File: config.mk
export PLATFORM = sky130hd
export DESIGN_NAME = frame_utilization_meter_unit
export DESIGN_NICKNAME = d
export VERILOG_FILES = /design/src/design/fum_pkg.sv /design/src/design/fum_ratio_div.sv /design/src/design/frame_utilization_meter_unit.sv
export SDC_FILE = /design/constraint.sdc
export NUM_CORES = 2
export LEC_CHECK = 0
export ABC_AREA = 1
export BUFFER_PORTS_ARGS = -buffer_cell sky130_fd_sc_hd__buf_2
export CORE_MARGIN = 5
export CORE_UTILIZATION = 29
export CTS_CLUSTER_DIAMETER = 50
export DETAILED_ROUTE_END_ITERATION = 10
export SLEW_MARGIN = 40
export SYNTH_ARGS = -nofsm -noshare
export SYNTH_HDL_FRONTEND = slang
export SYNTH_SLANG_ARGS = --single-unit
File: constraint.sdc
create_clock -name clk -period 7.45 [get_ports clk]
set_clock_uncertainty 0.15 [all_clocks]
set_input_delay 2.235 -clock clk [delete_from_list [all_inputs] [get_ports clk]]
set_output_delay 2.235 -clock clk [all_outputs]
set_load 0.01 [all_outputs]
File: src/design/fum_pkg.sv
// Shared types and constants for the frame utilization meter.
`default_nettype none

package fum_pkg;

	localparam int FUM_HISTORY_DEPTH = 64;

	localparam int FUM_AMOUNT_W = 64;
	localparam int FUM_CYCLE_W  = 32;
	localparam int FUM_PCT_W    = 8;
	localparam int FUM_SLOT_W   = 6;

	// a * 100 fits in 64 + 7 bits
	localparam int FUM_NUM_W  = FUM_AMOUNT_W + 7;
	localparam int FUM_STEP_W = $clog2(FUM_NUM_W);

	// cycles * 2 before the divide by 333
	localparam int FUM_CO_NUM_W  = FUM_CYCLE_W + 1;
	localparam int FUM_CO_STEP_W = $clog2(FUM_CO_NUM_W);
	localparam int FUM_CO_REM_W  = 9;
	localparam logic [FUM_CO_REM_W:0] FUM_CO_DIVISOR = (FUM_CO_REM_W + 1)'(333);

	localparam logic [FUM_PCT_W:0] FUM_PCT_MAX = (FUM_PCT_W + 1)'(200);

	localparam logic FUM_KIND_FRAME = 1'b0;
	localparam logic FUM_KIND_READ  = 1'b1;

	typedef enum logic [1:0] {
		MODE_ADD_WAIT   = 2'd0,
		MODE_ADD_COPROC = 2'd1,
		MODE_END_FRAME  = 2'd2,
		MODE_READ       = 2'd3
	} fum_mode_t;

	typedef struct packed {
		fum_mode_t                 mode;
		logic [FUM_AMOUNT_W-1:0]   amount;
		logic [FUM_SLOT_W-1:0]     slot;
	} fum_item_t;

	typedef struct packed {
		logic                    kind;
		logic [FUM_PCT_W-1:0]    main_percent;
		logic [FUM_PCT_W-1:0]    coproc_percent;
		logic [FUM_SLOT_W-1:0]   head_slot;
	} fum_result_t;

	typedef enum logic [3:0] {
		ST_CLEAR,
		ST_IDLE,
		ST_SLOT,
		ST_READ,
		ST_BUSY,
		ST_CODIV,
		ST_START,
		ST_DIVWAIT,
		ST_STORE
	} fum_state_t;

	typedef enum logic [1:0] {
		DV_IDLE,
		DV_MUL,
		DV_RUN,
		DV_DONE
	} fum_div_state_t;

endpackage

`default_nettype wire

File: src/design/fum_ratio_div.sv
// Bit-serial divider: floor(numer * 100 / denom), clamped to 200.
`default_nettype none

module fum_ratio_div (
	input  logic                                 clk,
	input  logic                                 arst_n,
	input  logic                                 start,
	input  logic [fum_pkg::FUM_AMOUNT_W-1:0]     numer,
	input  logic [fum_pkg::FUM_AMOUNT_W-1:0]     denom,
	output logic                                 done,
	output logic [fum_pkg::FUM_PCT_W-1:0]        ratio
);
	import fum_pkg::*;

	// numer must hold from start through the DV_MUL cycle
	localparam logic [FUM_STEP_W-1:0] STEP_LAST = FUM_STEP_W'(FUM_NUM_W - 1);

	fum_div_state_t              state_q, state_nx;
	logic [FUM_NUM_W-1:0]        num_q;
	logic [FUM_AMOUNT_W-1:0]     den_q;
	logic [FUM_AMOUNT_W-1:0]     rem_q;
	logic [FUM_STEP_W-1:0]       step_q;
	logic [FUM_PCT_W-1:0]        quo_q;
	logic                        sat_q;

	logic [FUM_AMOUNT_W:0]       rem_sh;
	logic [FUM_AMOUNT_W+1:0]     rem_diff;
	logic                        q_bit;
	logic [FUM_AMOUNT_W-1:0]     rem_nx;
	logic [FUM_PCT_W:0]          quo_t;
	logic                        over;

	// restoring step: shift in the next numerator bit, try the subtract
	assign rem_sh   = {rem_q, num_q[FUM_NUM_W-1]};
	assign rem_diff = {1'b0, rem_sh} - {2'b00, den_q};
	assign q_bit    = !rem_diff[FUM_AMOUNT_W+1];
	assign rem_nx   = q_bit ? rem_diff[FUM_AMOUNT_W-1:0] : rem_sh[FUM_AMOUNT_W-1:0];

	// only the clamped quotient is kept
	assign quo_t = {quo_q, q_bit};
	assign over  = sat_q || (quo_t > FUM_PCT_MAX);

	assign done  = (state_q == DV_DONE);
	assign ratio = sat_q ? FUM_PCT_MAX[FUM_PCT_W-1:0] : quo_q;

	always_ff @(posedge clk or negedge arst_n) begin
		if (!arst_n) begin
			state_q <= DV_IDLE;
		end else begin
			state_q <= state_nx;
		end
	end

	always_comb begin
		state_nx = state_q;
		case (state_q)
			DV_IDLE: begin
				if (start) state_nx = DV_MUL;
			end
			DV_MUL: begin
				state_nx = DV_RUN;
			end
			DV_RUN: begin
				if (step_q == STEP_LAST) state_nx = DV_DONE;
			end
			DV_DONE: begin
				state_nx = DV_IDLE;
			end
			default: begin
				state_nx = DV_IDLE;
			end
		endcase
	end

	always_ff @(posedge clk) begin
		case (state_q)
			DV_IDLE: begin
				if (start) begin
					// x100 = x64 + x32 + x4, last term added next cycle
					num_q  <= FUM_NUM_W'({numer, 6'b0}) + FUM_NUM_W'({numer, 5'b0});
					den_q  <= denom;
					rem_q  <= '0;
					quo_q  <= '0;
					sat_q  <= 1'b0;
					step_q <= '0;
				end
			end
			DV_MUL: begin
				num_q <= num_q + FUM_NUM_W'({numer, 2'b0});
			end
			DV_RUN: begin
				num_q  <= {num_q[FUM_NUM_W-2:0], 1'b0};
				rem_q  <= rem_nx;
				sat_q  <= over;
				if (!over) quo_q <= quo_t[FUM_PCT_W-1:0];
				step_q <= step_q + 1'b1;
			end
			default: begin
			end
		endcase
	end

endmodule

`default_nettype wire

File: src/design/frame_utilization_meter_unit.sv
// Frame utilization meter: per-frame busy percentages and a history ring.
// Add events are taken one per cycle while idle; a history read passes ST_SLOT
//   (slot wrap, only for depths under 64) and ST_READ; a measured frame end
//   runs the 33-step /333 loop, then the 71-step bit-serial percent dividers.
//   No new item is taken until a read or frame end has finished.
// Reset: sums, timestamp and head clear at once; the history memory is then
//   zeroed entry by entry, during which no transaction is taken.
`default_nettype none

module frame_utilization_meter_unit #(
	parameter int HISTORY_DEPTH = fum_pkg::FUM_HISTORY_DEPTH
) (
	input  logic                  clk,
	input  logic                  arst_n,
	input  logic                  item_valid,
	output logic                  item_ready,
	input  fum_pkg::fum_item_t    item,
	output logic                  result_valid,
	input  logic                  result_ready,
	output fum_pkg::fum_result_t  result
);
	import fum_pkg::*;

	// index width of the history ring; slot and head_slot are 6 bits wide
	localparam int HW    = $clog2(HISTORY_DEPTH);
	localparam int EXT_W = (HW > FUM_SLOT_W) ? HW : FUM_SLOT_W;
	localparam int MEM_W = 2 * FUM_PCT_W;

	localparam logic [HW-1:0]      DEPTH_LAST = HW'(HISTORY_DEPTH - 1);
	localparam logic [EXT_W:0]     DEPTH_CMP  = (EXT_W + 1)'(HISTORY_DEPTH);
	localparam logic [EXT_W-1:0]   DEPTH_SUB  = EXT_W'(HISTORY_DEPTH);
	localparam logic [FUM_CO_STEP_W-1:0] CO_LAST = FUM_CO_STEP_W'(FUM_CO_NUM_W - 1);

	// ---------------------------------------------------------------------
	// State
	// ---------------------------------------------------------------------
	fum_state_t                    state_q, state_nx;

	logic [FUM_AMOUNT_W-1:0]       wait_sum_q;
	logic [FUM_CYCLE_W-1:0]        co_sum_q;
	logic [FUM_AMOUNT_W-1:0]       last_q;
	logic [HW-1:0]                 head_q;
	logic [HW-1:0]                 clr_q;

	logic [FUM_AMOUNT_W-1:0]       period_q;
	logic                          meas_q;
	logic [FUM_AMOUNT_W-1:0]       busy_q;
	logic [FUM_CO_NUM_W-1:0]       co_num_q;
	logic [FUM_CO_REM_W-1:0]       co_rem_q;
	logic [FUM_CO_STEP_W-1:0]      co_step_q;
	logic [EXT_W-1:0]              slot_q;
	logic [FUM_PCT_W-1:0]          mp_q, cp_q;

	logic                          out_valid_q;
	fum_result_t                   out_q;

	// history: main percent in the upper byte, coprocessor in the lower
	logic [MEM_W-1:0]              mem [HISTORY_DEPTH];
	logic [MEM_W-1:0]              rd_q;

	// ---------------------------------------------------------------------
	// Combinational helpers
	// ---------------------------------------------------------------------
	logic                          accept;
	logic                          out_free;
	logic                          out_load;
	logic                          mem_we;
	logic [HW-1:0]                 mem_wa;
	logic [MEM_W-1:0]              mem_wd;
	logic [HW-1:0]                 mem_ra;
	logic                          div_start;
	logic                          main_done, co_done;
	logic [FUM_PCT_W-1:0]          main_ratio, co_ratio;
	logic [HW-1:0]                 head_nx;
	logic [HW-1:0]                 head_sel;
	logic [EXT_W-1:0]              head_ext;
	logic                          slot_big;
	logic [FUM_AMOUNT_W:0]         period_c;
	logic [FUM_AMOUNT_W:0]         busy_c;
	logic [FUM_CO_REM_W:0]         co_rem_t;
	logic                          co_ge;
	logic [FUM_CO_REM_W:0]         co_rem_sub;
	fum_result_t                   out_nx;

	assign accept   = item_valid && item_ready;
	assign out_free = !out_valid_q || result_ready;

	// period and the "new stamp is later" test share one subtract:
	// no borrow and a nonzero difference means amount > last
	assign period_c = {1'b0, item.amount} - {1'b0, last_q};

	// busy time, floored at zero when wait exceeds the period
	assign busy_c = {1'b0, period_q} - {1'b0, wait_sum_q};

	// one restoring step of cycles*2 / 333, MSB first
	assign co_rem_t   = {co_rem_q, co_num_q[FUM_CO_NUM_W-1]};
	assign co_ge      = (co_rem_t >= FUM_CO_DIVISOR);
	assign co_rem_sub = co_rem_t - FUM_CO_DIVISOR;

	// slot wrap: subtract the depth one step a cycle (only for depths under 64)
	assign slot_big = ({1'b0, slot_q} >= DEPTH_CMP);
	assign mem_ra   = slot_q[HW-1:0];

	assign head_nx  = (head_q == DEPTH_LAST) ? '0 : head_q + 1'b1;
	assign head_sel = (state_q == ST_STORE) ? head_nx : head_q;
	assign head_ext = EXT_W'(head_sel);

	always_comb begin
		out_nx.head_slot = head_ext[FUM_SLOT_W-1:0];
		if (state_q == ST_READ) begin
			out_nx.kind           = FUM_KIND_READ;
			out_nx.main_percent   = rd_q[MEM_W-1:FUM_PCT_W];
			out_nx.coproc_percent = rd_q[FUM_PCT_W-1:0];
		end else begin
			out_nx.kind           = FUM_KIND_FRAME;
			out_nx.main_percent   = mp_q;
			out_nx.coproc_percent = cp_q;
		end
	end

	// ---------------------------------------------------------------------
	// Percent dividers, run side by side on the same period
	// ---------------------------------------------------------------------
	fum_ratio_div u_main_div (
		.clk    (clk),
		.arst_n (arst_n),
		.start  (div_start),
		.numer  (busy_q),
		.denom  (period_q),
		.done   (main_done),
		.ratio  (main_ratio)
	);

	fum_ratio_div u_co_div (
		.clk    (clk),
		.arst_n (arst_n),
		.start  (div_start),
		.numer  (FUM_AMOUNT_W'(co_num_q)),
		.denom  (period_q),
		.done   (co_done),
		.ratio  (co_ratio)
	);

	// ---------------------------------------------------------------------
	// Sequencer
	// ---------------------------------------------------------------------
	always_ff @(posedge clk or negedge arst_n) begin
		if (!arst_n) begin
			state_q <= ST_CLEAR;
		end else begin
			state_q <= state_nx;
		end
	end

	always_comb begin
		state_nx   = state_q;
		item_ready = 1'b0;
		mem_we     = 1'b0;
		mem_wa     = clr_q;
		mem_wd     = '0;
		div_start  = 1'b0;
		out_load   = 1'b0;
		case (state_q)
			ST_CLEAR: begin
				// zero one history entry per cycle after reset
				mem_we = 1'b1;
				if (clr_q == DEPTH_LAST) state_nx = ST_IDLE;
			end
			ST_IDLE: begin
				item_ready = 1'b1;
				if (item_valid) begin
					case (item.mode)
						MODE_END_FRAME: state_nx = ST_BUSY;
						MODE_READ:      state_nx = ST_SLOT;
						default:        state_nx = ST_IDLE;
					endcase
				end
			end
			ST_SLOT: begin
				// rd_q picks up the entry on the edge that leaves this state
				if (!slot_big) state_nx = ST_READ;
			end
			ST_READ: begin
				if (out_free) begin
					out_load = 1'b1;
					state_nx = ST_IDLE;
				end
			end
			ST_BUSY: begin
				state_nx = meas_q ? ST_CODIV : ST_IDLE;
			end
			ST_CODIV: begin
				if (co_step_q == CO_LAST) state_nx = ST_START;
			end
			ST_START: begin
				div_start = 1'b1;
				state_nx  = ST_DIVWAIT;
			end
			ST_DIVWAIT: begin
				if (main_done) state_nx = ST_STORE;
			end
			ST_STORE: begin
				// head advances, entry written and result loaded together
				if (out_free) begin
					mem_we   = 1'b1;
					mem_wa   = head_nx;
					mem_wd   = {mp_q, cp_q};
					out_load = 1'b1;
					state_nx = ST_IDLE;
				end
			end
			default: begin
				state_nx = ST_IDLE;
			end
		endcase
	end

	// ---------------------------------------------------------------------
	// Architectural state: sums, timestamp, head, clear counter, output flag
	// ---------------------------------------------------------------------
	always_ff @(posedge clk or negedge arst_n) begin
		if (!arst_n) begin
			wait_sum_q  <= '0;
			co_sum_q    <= '0;
			last_q      <= '0;
			head_q      <= '0;
			clr_q       <= '0;
			out_valid_q <= 1'b0;
		end else begin
			if (accept) begin
				case (item.mode)
					MODE_ADD_WAIT:   wait_sum_q <= wait_sum_q + item.amount;
					MODE_ADD_COPROC: co_sum_q   <= co_sum_q + item.amount[FUM_CYCLE_W-1:0];
					MODE_END_FRAME:  last_q     <= item.amount;
					default: begin
					end
				endcase
			end
			// every frame end clears both sums, measured or not
			if (state_q == ST_BUSY) begin
				wait_sum_q <= '0;
				co_sum_q   <= '0;
			end
			if (state_q == ST_CLEAR) clr_q <= clr_q + 1'b1;
			if (state_q == ST_STORE && out_free) head_q <= head_nx;
			if (out_load) begin
				out_valid_q <= 1'b1;
			end else if (result_ready) begin
				out_valid_q <= 1'b0;
			end
		end
	end

	// ---------------------------------------------------------------------
	// Datapath registers
	// ---------------------------------------------------------------------
	always_ff @(posedge clk) begin
		if (accept) begin
			period_q <= period_c[FUM_AMOUNT_W-1:0];
			meas_q   <= (last_q != '0) && !period_c[FUM_AMOUNT_W] &&
			            (period_c[FUM_AMOUNT_W-1:0] != '0);
			slot_q   <= EXT_W'(item.slot);
		end
		case (state_q)
			ST_SLOT: begin
				if (slot_big) slot_q <= slot_q - DEPTH_SUB;
			end
			ST_BUSY: begin
				busy_q    <= busy_c[FUM_AMOUNT_W] ? '0 : busy_c[FUM_AMOUNT_W-1:0];
				co_num_q  <= {co_sum_q, 1'b0};
				co_rem_q  <= '0;
				co_step_q <= '0;
			end
			ST_CODIV: begin
				// quotient bits shift in behind the dividend
				co_num_q  <= {co_num_q[FUM_CO_NUM_W-2:0], co_ge};
				co_rem_q  <= co_ge ? co_rem_sub[FUM_CO_REM_W-1:0]
				                   : co_rem_t[FUM_CO_REM_W-1:0];
				co_step_q <= co_step_q + 1'b1;
			end
			ST_DIVWAIT: begin
				if (main_done) begin
					mp_q <= main_ratio;
					cp_q <= co_ratio;
				end
			end
			default: begin
			end
		endcase
		if (out_load) out_q <= out_nx;
	end

	// ---------------------------------------------------------------------
	// History memory: one write port, one registered read port
	// ---------------------------------------------------------------------
	always_ff @(posedge clk) begin
		if (mem_we) mem[mem_wa] <= mem_wd;
		rd_q <= mem[mem_ra];
	end

	assign result_valid = out_valid_q;
	assign result       = out_q;

	// ---------------------------------------------------------------------
	// Assertions
	// ---------------------------------------------------------------------
	a_div_lockstep: assert property (@(posedge clk) disable iff (!arst_n)
		main_done |-> co_done)
		else $error("percent dividers out of step");

	a_pct_clamp: assert property (@(posedge clk) disable iff (!arst_n)
		result_valid |-> ({1'b0, result.main_percent} <= FUM_PCT_MAX) &&
		                 ({1'b0, result.coproc_percent} <= FUM_PCT_MAX))
		else $error("percent above clamp");

	a_mem_write_src: assert property (@(posedge clk) disable iff (!arst_n)
		mem_we |-> (state_q == ST_CLEAR || state_q == ST_STORE))
		else $error("history write outside clear or store");

	a_head_moves: assert property (@(posedge clk) disable iff (!arst_n)
		$rose(out_valid_q) && out_q.kind == FUM_KIND_FRAME |-> head_q != $past(head_q))
		else $error("frame result without head advance");

endmodule

`default_nettype wire
# Word-level counts from Yosys, hierarchy flattened
# Memory sizes are Yosys's and may differ from the RTL's. A register that Yosys moved wholly into a read port is not among the register bits.
# Index checks and enable logic that the tools add are counted.
dict set report word_totals {
  reg_bits 833
  ramBits 1024
  in_bits 76
  out_inout_bits 25
  elab_cells 188
  memories 1
}
dict set report op_classes {
  n_addsub 16
  order_cmp 3
  eq_ne 33
  n_mux 59
  n_reduce_logical 42
}
# memory depth width read_ports rd_clocked_by_memory_dff wr line_no
set mem_list {}
lappend mem_list {mem 64 16 1 1 1 frame_utilization_meter_unit.sv:58} ;# logic [MEM_W-1:0] mem [HISTORY_DEPTH];
# cell n
set ops {}
lappend ops {{$pmux W71 S3} 2}
lappend ops {{$mux W64} 6}
lappend ops {{$pmux W64 S2} 2}
lappend ops {{$mux W71} 2}
lappend ops {{$sub A65 B64 Y66} 2}
lappend ops {{$sub A64 B64 Y65} 2}
lappend ops {{$reduce_bool A64 Y1} 2}
lappend ops {{$mux W32} 3}
lappend ops {{$add A70 B69 Y71} 1}
lappend ops {{$add A71 B35 Y71} 1}
lappend ops {{$add A71 B66 Y71} 1}
lappend ops {{$pmux W33 S2} 1}
lappend ops {{$add A64 B64 Y64} 1}
lappend ops {{$add A39 B38 Y40} 1}
lappend ops {{$add A32 B32 Y32} 1}
lappend ops {{$mux W16} 2}
lappend ops {{$pmux W4 S8} 1}
lappend ops {{$pmux W8 S2} 2}
lappend ops {{$pmux W7 S2} 2}
lappend ops {{$mux W6} 4}
lappend ops {{$mux W8} 3}
lappend ops {{$reduce_and A2 Y1} 12}
lappend ops {{$mux W4} 5}
lappend ops {{$add A6 B1 Y6 const B} 3}
lappend ops {{35 further kinds} 91}

# Logic depth before layout (Yosys ltp)
dict set report logic_depth {
  word_depth 6
  mapped_depth 23
  ltp_nobuf 23
}

# By module
# A second synthesis with hierarchy kept.
dict set report unflattened {
  cells_unflattened 15838
  area_unflattened_um2 122403.6
}
# module instances cells_each area_each_um2 seq_area_each_um2
set modules_own_cells {}
lappend modules_own_cells {frame_utilization_meter_unit 1 7717 72368.2 42165.4}
lappend modules_own_cells {{fum_ratio_div (u_co_div)} 1 4061 25017.7 6446.2}
lappend modules_own_cells {{fum_ratio_div (u_main_div)} 1 4060 25017.7 6446.2}

# Worst setup path before layout
# Ideal clock, no wire load.
dict set report synth_timing {
  path_type {register to register}
  from {register u_main_div.state_q[0]}
  to {register u_main_div.quo_q[0], enable pin}
  setup_time_ns 0.372
  t_arrival_ns 6.139
  t_required_ns 6.928
  setup_slack_ns 0.789
  path_stages_with_launch 8
  path_buffers 0
  synth_period_minus_slack_ns 6.661
  cell_sequence {dfrtp_1 > inv_1 > ha_1 > inv_1 > nor2_1 > o21bai_1 > inv_1 > nor2_1}
}
dict set report synth_via {
  elab_chain_cells 3
  elab_cells_between_ends 6
  classes_between {3 x eq/ne; 3 x reduce/logical}
}
# element line_no
set synth_rtl {}
lappend synth_rtl {{start, declared} fum_ratio_div.sv:18} ;# fum_div_state_t state_q, state_nx;
lappend synth_rtl {{start signal, assigned} fum_ratio_div.sv:50} ;# state_q <= state_nx;
lappend synth_rtl {{$eq A2 B2 Y1 / $logic_not A2 Y1 (equally long branches)} fum_ratio_div.sv:76} ;# case (state_q)
lappend synth_rtl {{$ne A2 B2 Y1 (no source line) / $reduce_bool A2 Y1 (equally long branches)} --}
lappend synth_rtl {{$reduce_and A3 Y1 (no source line) (*)} --}
lappend synth_rtl {{end signal, assigned} fum_ratio_div.sv:95} ;# if (!over) quo_q <= quo_t[FUM_PCT_W-1:0];
lappend synth_rtl {{end, declared} fum_ratio_div.sv:23} ;# logic [FUM_PCT_W-1:0] quo_q;
# Mark *: on every way between the ends. The rest lies on a longest branch, timed or not.
# A chain may end at the register's enable or synchronous reset.

# Final worst setup path
dict set report layout_timing {
  from {register u_co_div.num_q[70]}
  to {register u_co_div.rem_q[60], data pin}
}
dict set report layout_via {
  elab_chain_cells 3
}
# element line_no
set layout_rtl {}
lappend layout_rtl {{start, declared} fum_ratio_div.sv:19} ;# logic [FUM_NUM_W-1:0] num_q;
lappend layout_rtl {{start signal, assigned} fum_ratio_div.sv:80} ;# num_q <= FUM_NUM_W'({numer, 6'b0}) + FUM_NUM_W'({numer, 5'b0});
lappend layout_rtl {{start signal, assigned} fum_ratio_div.sv:89} ;# num_q <= num_q + FUM_NUM_W'({numer, 2'b0});
lappend layout_rtl {{start signal, assigned} fum_ratio_div.sv:92} ;# num_q <= {num_q[FUM_NUM_W-2:0], 1'b0};
lappend layout_rtl {{$sub A65 B64 Y66} fum_ratio_div.sv:35} ;# assign rem_diff = {1'b0, rem_sh} - {2'b00, den_q};
lappend layout_rtl {{$mux W64} fum_ratio_div.sv:37} ;# assign rem_nx = q_bit ? rem_diff[FUM_AMOUNT_W-1:0] : rem_sh[FUM_AMOUNT_W-1:0];
lappend layout_rtl {{$pmux W64 S2} fum_ratio_div.sv:76}
lappend layout_rtl {{end signal, assigned} fum_ratio_div.sv:93} ;# rem_q <= rem_nx;
lappend layout_rtl {{end, declared} fum_ratio_div.sv:21} ;# logic [FUM_AMOUNT_W-1:0] rem_q;
# No other way between the ends.

==> flow_summary_export.csv <==
group,metric,value,unit
outcome,status,"finished clean",
routing,drcViolationCount,0,
die,fp.dieW,637,µm
routing,wl_met2,187000,µm
cells_and_area,fin_nets,14589,
cells_and_area,largest_register,"mem",
timing,slew_violations,0,
worst_hold_path,min-delay-start,"rd_q[3]",
synth,postSynthAreaPerCell,8.26,µm²
power,p_sw,24.2,mW
timing,fin_setup_tns,0,ns
timing,setup_viol,0,
clock_tree,cts_tree,"built",
worst_setup_path,path_class,"reg -> reg",
global_routing,antenna_found_initial,51,
clock_tree,cts_resized,0,
placed_design,gp_congestion,0.987,
die,core_area,392000,µm²
power,peakVddDrop,267,µV
timing,hold_viol,0,
synth,synthAdderAreaFrac,6.40,%
synth,syn_nets,14456,
worst_setup_path,end_kind,"flip-flop",
worst_setup_path,start_kind,"flip-flop",
worst_setup_path,cp.required,7.99,ns
worst_hold_path,hold_path_class,"reg -> reg",
synth,synth_top_area_cell,"edfxtp_1",
synth,ys_seq_area_share,48.3,%
synth,async_flop_share,9.68,%
flow_run,max_cap_viol_count,0,
die,start_util,29.1,%
synth,synth_edf_count,1672,
worst_setup_path,crit_arrival,5.48,ns
routing,drt_iter0_markers,9835,
clock_tree,cts_hold_buf,0,
synth,synth_flop_cell,"edfxtp_1",
global_routing,grt_start_max_net_pins,143,
routing,wl_per_cell,21.4,µm
worst_hold_path,whs_path_depth,2,
clock_tree,cts_made_buffers,236,
synth,synth_cells,13803,
global_routing,grt_pass1_wl,607000,µm
global_routing,grt_pass1_vias,93382,
synth,ys_ff_latch,1869,
synth,synth_compound_area_share,17.5,%
die,die_h,637,µm
worst_setup_path,critPathMaxFanout,4,
timing,fmax,0.202,GHz
global_routing,track_usage,19.6,%
cells_and_area,drive_gt1_share,5.58,%
routing,wl_met1,182000,µm
worst_setup_path,r2r_slack,2.51,ns
cells_and_area,finalInstanceArea,130000,µm²
worst_setup_path,reg2reg_depth,16,
timing,rsz0062_at_grt,"false",
placed_design,port_buffers,100,
cells_and_area,largest_register_ff_count,1024,
synth,synth.most_common_cell,"nand2_1",
placed_design,dp_slack,1.64,ns
synth,synthMuxAreaShare,0,%
timing,min_period_over_period,66.3,%
routing,wl_met3,29700,µm
timing,setup_ws,2.51,ns
cells_and_area,reg.largest.list,"mem (1024), u_co_div.num_q (69), u_main_div.num_q (69)",
power,power.density,405,nW/µm²
power,pwr-share-clk,22.0,%
synth,ys_types,66,
die,dieArea,406000,µm²
worst_setup_path,crit_start,"u_co_div.num_q[70]",
die,rows,230,
routing,via_per_inst,5.11,
clock_tree,cts.htree.levels,4,
cells_and_area,area_growth_syn_to_layout,13.7,%
die,num_io_pins,101,
power,sw_frac_of_total,46.2,%
routing,dr_total_vias,99392,
synth,synth_common_cells,"nand2_1 (2397), nor2_1 (2053), inv_1 (1865), edfxtp_1 (1672), o21ai_0 (1376)",
clock_tree,post_cts_buffers,0,
worst_hold_path,min_to,"result[9]",
global_routing,gr-total-overflow,0,
clock_tree,cts.sinks,1869,
routing,ant_nets,0,
timing,worst_slew_pin_slew,0.966,ns
power,seqPwrFrac,30.2,%
timing,whs,0.344,ns
routing,dr.pass1.iters,5,
routing,topRoutingLayerUsed,"met5",
timing,period_needed,4.94,ns
clock_tree,worstSkewPairLatency,1.00,ns
cells_and_area,nFillCells,40984,
clock_tree,max-clock-path-buffers,4,
synth,synth_area,114000,µm²
timing,maxSlewHeadroom,34.9,%
synth,synth.area.top_cells,"edfxtp_1 (44%), nand2_1 (7.9%), nor2_1 (6.8%)",
worst_setup_path,r2r_end,"u_co_div.rem_q[60]",
power,p_leak,52.5,nW
synth,synth-xor-area-share,1.44,%
power,p_int,28.2,mW
placed_design,dpl_cell_area,121000,µm²
synth,synth_warnings,0,
clock_tree,cts-root-buf,"clkbuf_16",
synth,synth_top_family_by_area,"simple AND/OR/NAND/NOR gates",
placed_design,dp_hpwl,309000,µm
power,pwr-share-comb,47.8,%
synth,synth_top_area_share,44.0,%
routing,wirelength,416000,µm
clock_tree,path_clk_slew,0.06,ns
worst_setup_path,r2r_start,"u_co_div.num_q[70]",
cells_and_area,final_core_util,33.0,%
synth,synth-simple-area-share,18.8,%
[kinds of logic after synthesis]
kind of cell / Yosys count
AOI/OAI and AO/OA: 3619
DFF: 1869
buffers and inverters: 2245
xor gates and xnor gates: 188
adders and majority gates: 577
and+or+nand+nor: 5305
[worst max-delay path by stage]
stage                     endpoint  slack [ns]
2_1_floorplan  u_main_div.quo_q[0]        0.79
3_3_place_gp           mem[47][12]        1.56
3_5_place_dp                meas_q        1.64
4_1_cts                     meas_q        2.58
5_1_grt                     meas_q        2.33
6_report        u_co_div.rem_q[60]        2.51
[power groups by stage]
stage | registers, mW | clock network [mW] | logic [mW]
after CTS | 15.8 | 11.7 | 24.7
after floorplan | 15.0 | 0 | 16.8
after global placement | 16.0 | 0 | 24.4
after detailed placement | 16.0 | 0 | 24.6
final | 15.8 | 11.6 | 25.0
after global routing | 15.9 | 12.2 | 27.7
[per-layer routing]
metal / track usage, % / vias to the layer above
met3: 2.80 / 653
li1: - / 47634
met4: 8.19 / 16
met5: 0 / -
met2: 31.0 / 3672
met1: 26.9 / 47417
[metrics by stage]
stage / total power [mW] / instances
global route: 55.9 / 19445
finish: 52.4 / 19454
global placement: 40.4 / 18900
CTS: 52.2 / 19352
floorplan: 31.9 / 13803
detailed placement: 40.5 / 18911
[layout by cell type, fill, tap and decap left out, drive strengths merged, types with 107 or more instances in the layout]
cell type	count
edfxtp	1672
a21oi	1295
nand2	2412
nor2	2053
ha	567
buf	263
clkbuf	286
o21ai	1438
xnor2	107
nor3	158
inv	1906
o22ai	315
nand3	430
dfrtp	181
[critical path, cell delays in order (launching register included)]
cell,delay [ns]
edfxtp_1,0.80
inv_1,0.52
ha_1,0.39
fa_1,0.42
nand3b_1,0.17
nand2_1,0.15
nand2_1,0.07
o211ai_1,0.26
nand2_1,0.10
nand2_1,0.13
a21oi_1,0.14
o21ai_0,0.78
nand3_1,0.24
nand2_1,0.11
nand2_1,0.05
a21oi_1,0.14
nor2_1,0.06
[cell type report]
cell class                      instances  area [µm²]  area share (%)
Inverter                             1875        7070            5.45
Clock inverter                        157        1680            1.29
Multi-Input combinational cell       9689       50700            39.1
Tap cell                             5220        6530            5.04
Timing Repair Buffer                  265        2140            1.65
Clock buffer                          284        6230            4.80
Antenna cell                           95         238           0.183
Sequential cell                      1869       55100            42.5
Note: power is estimated with default switching activity, not from simulation.
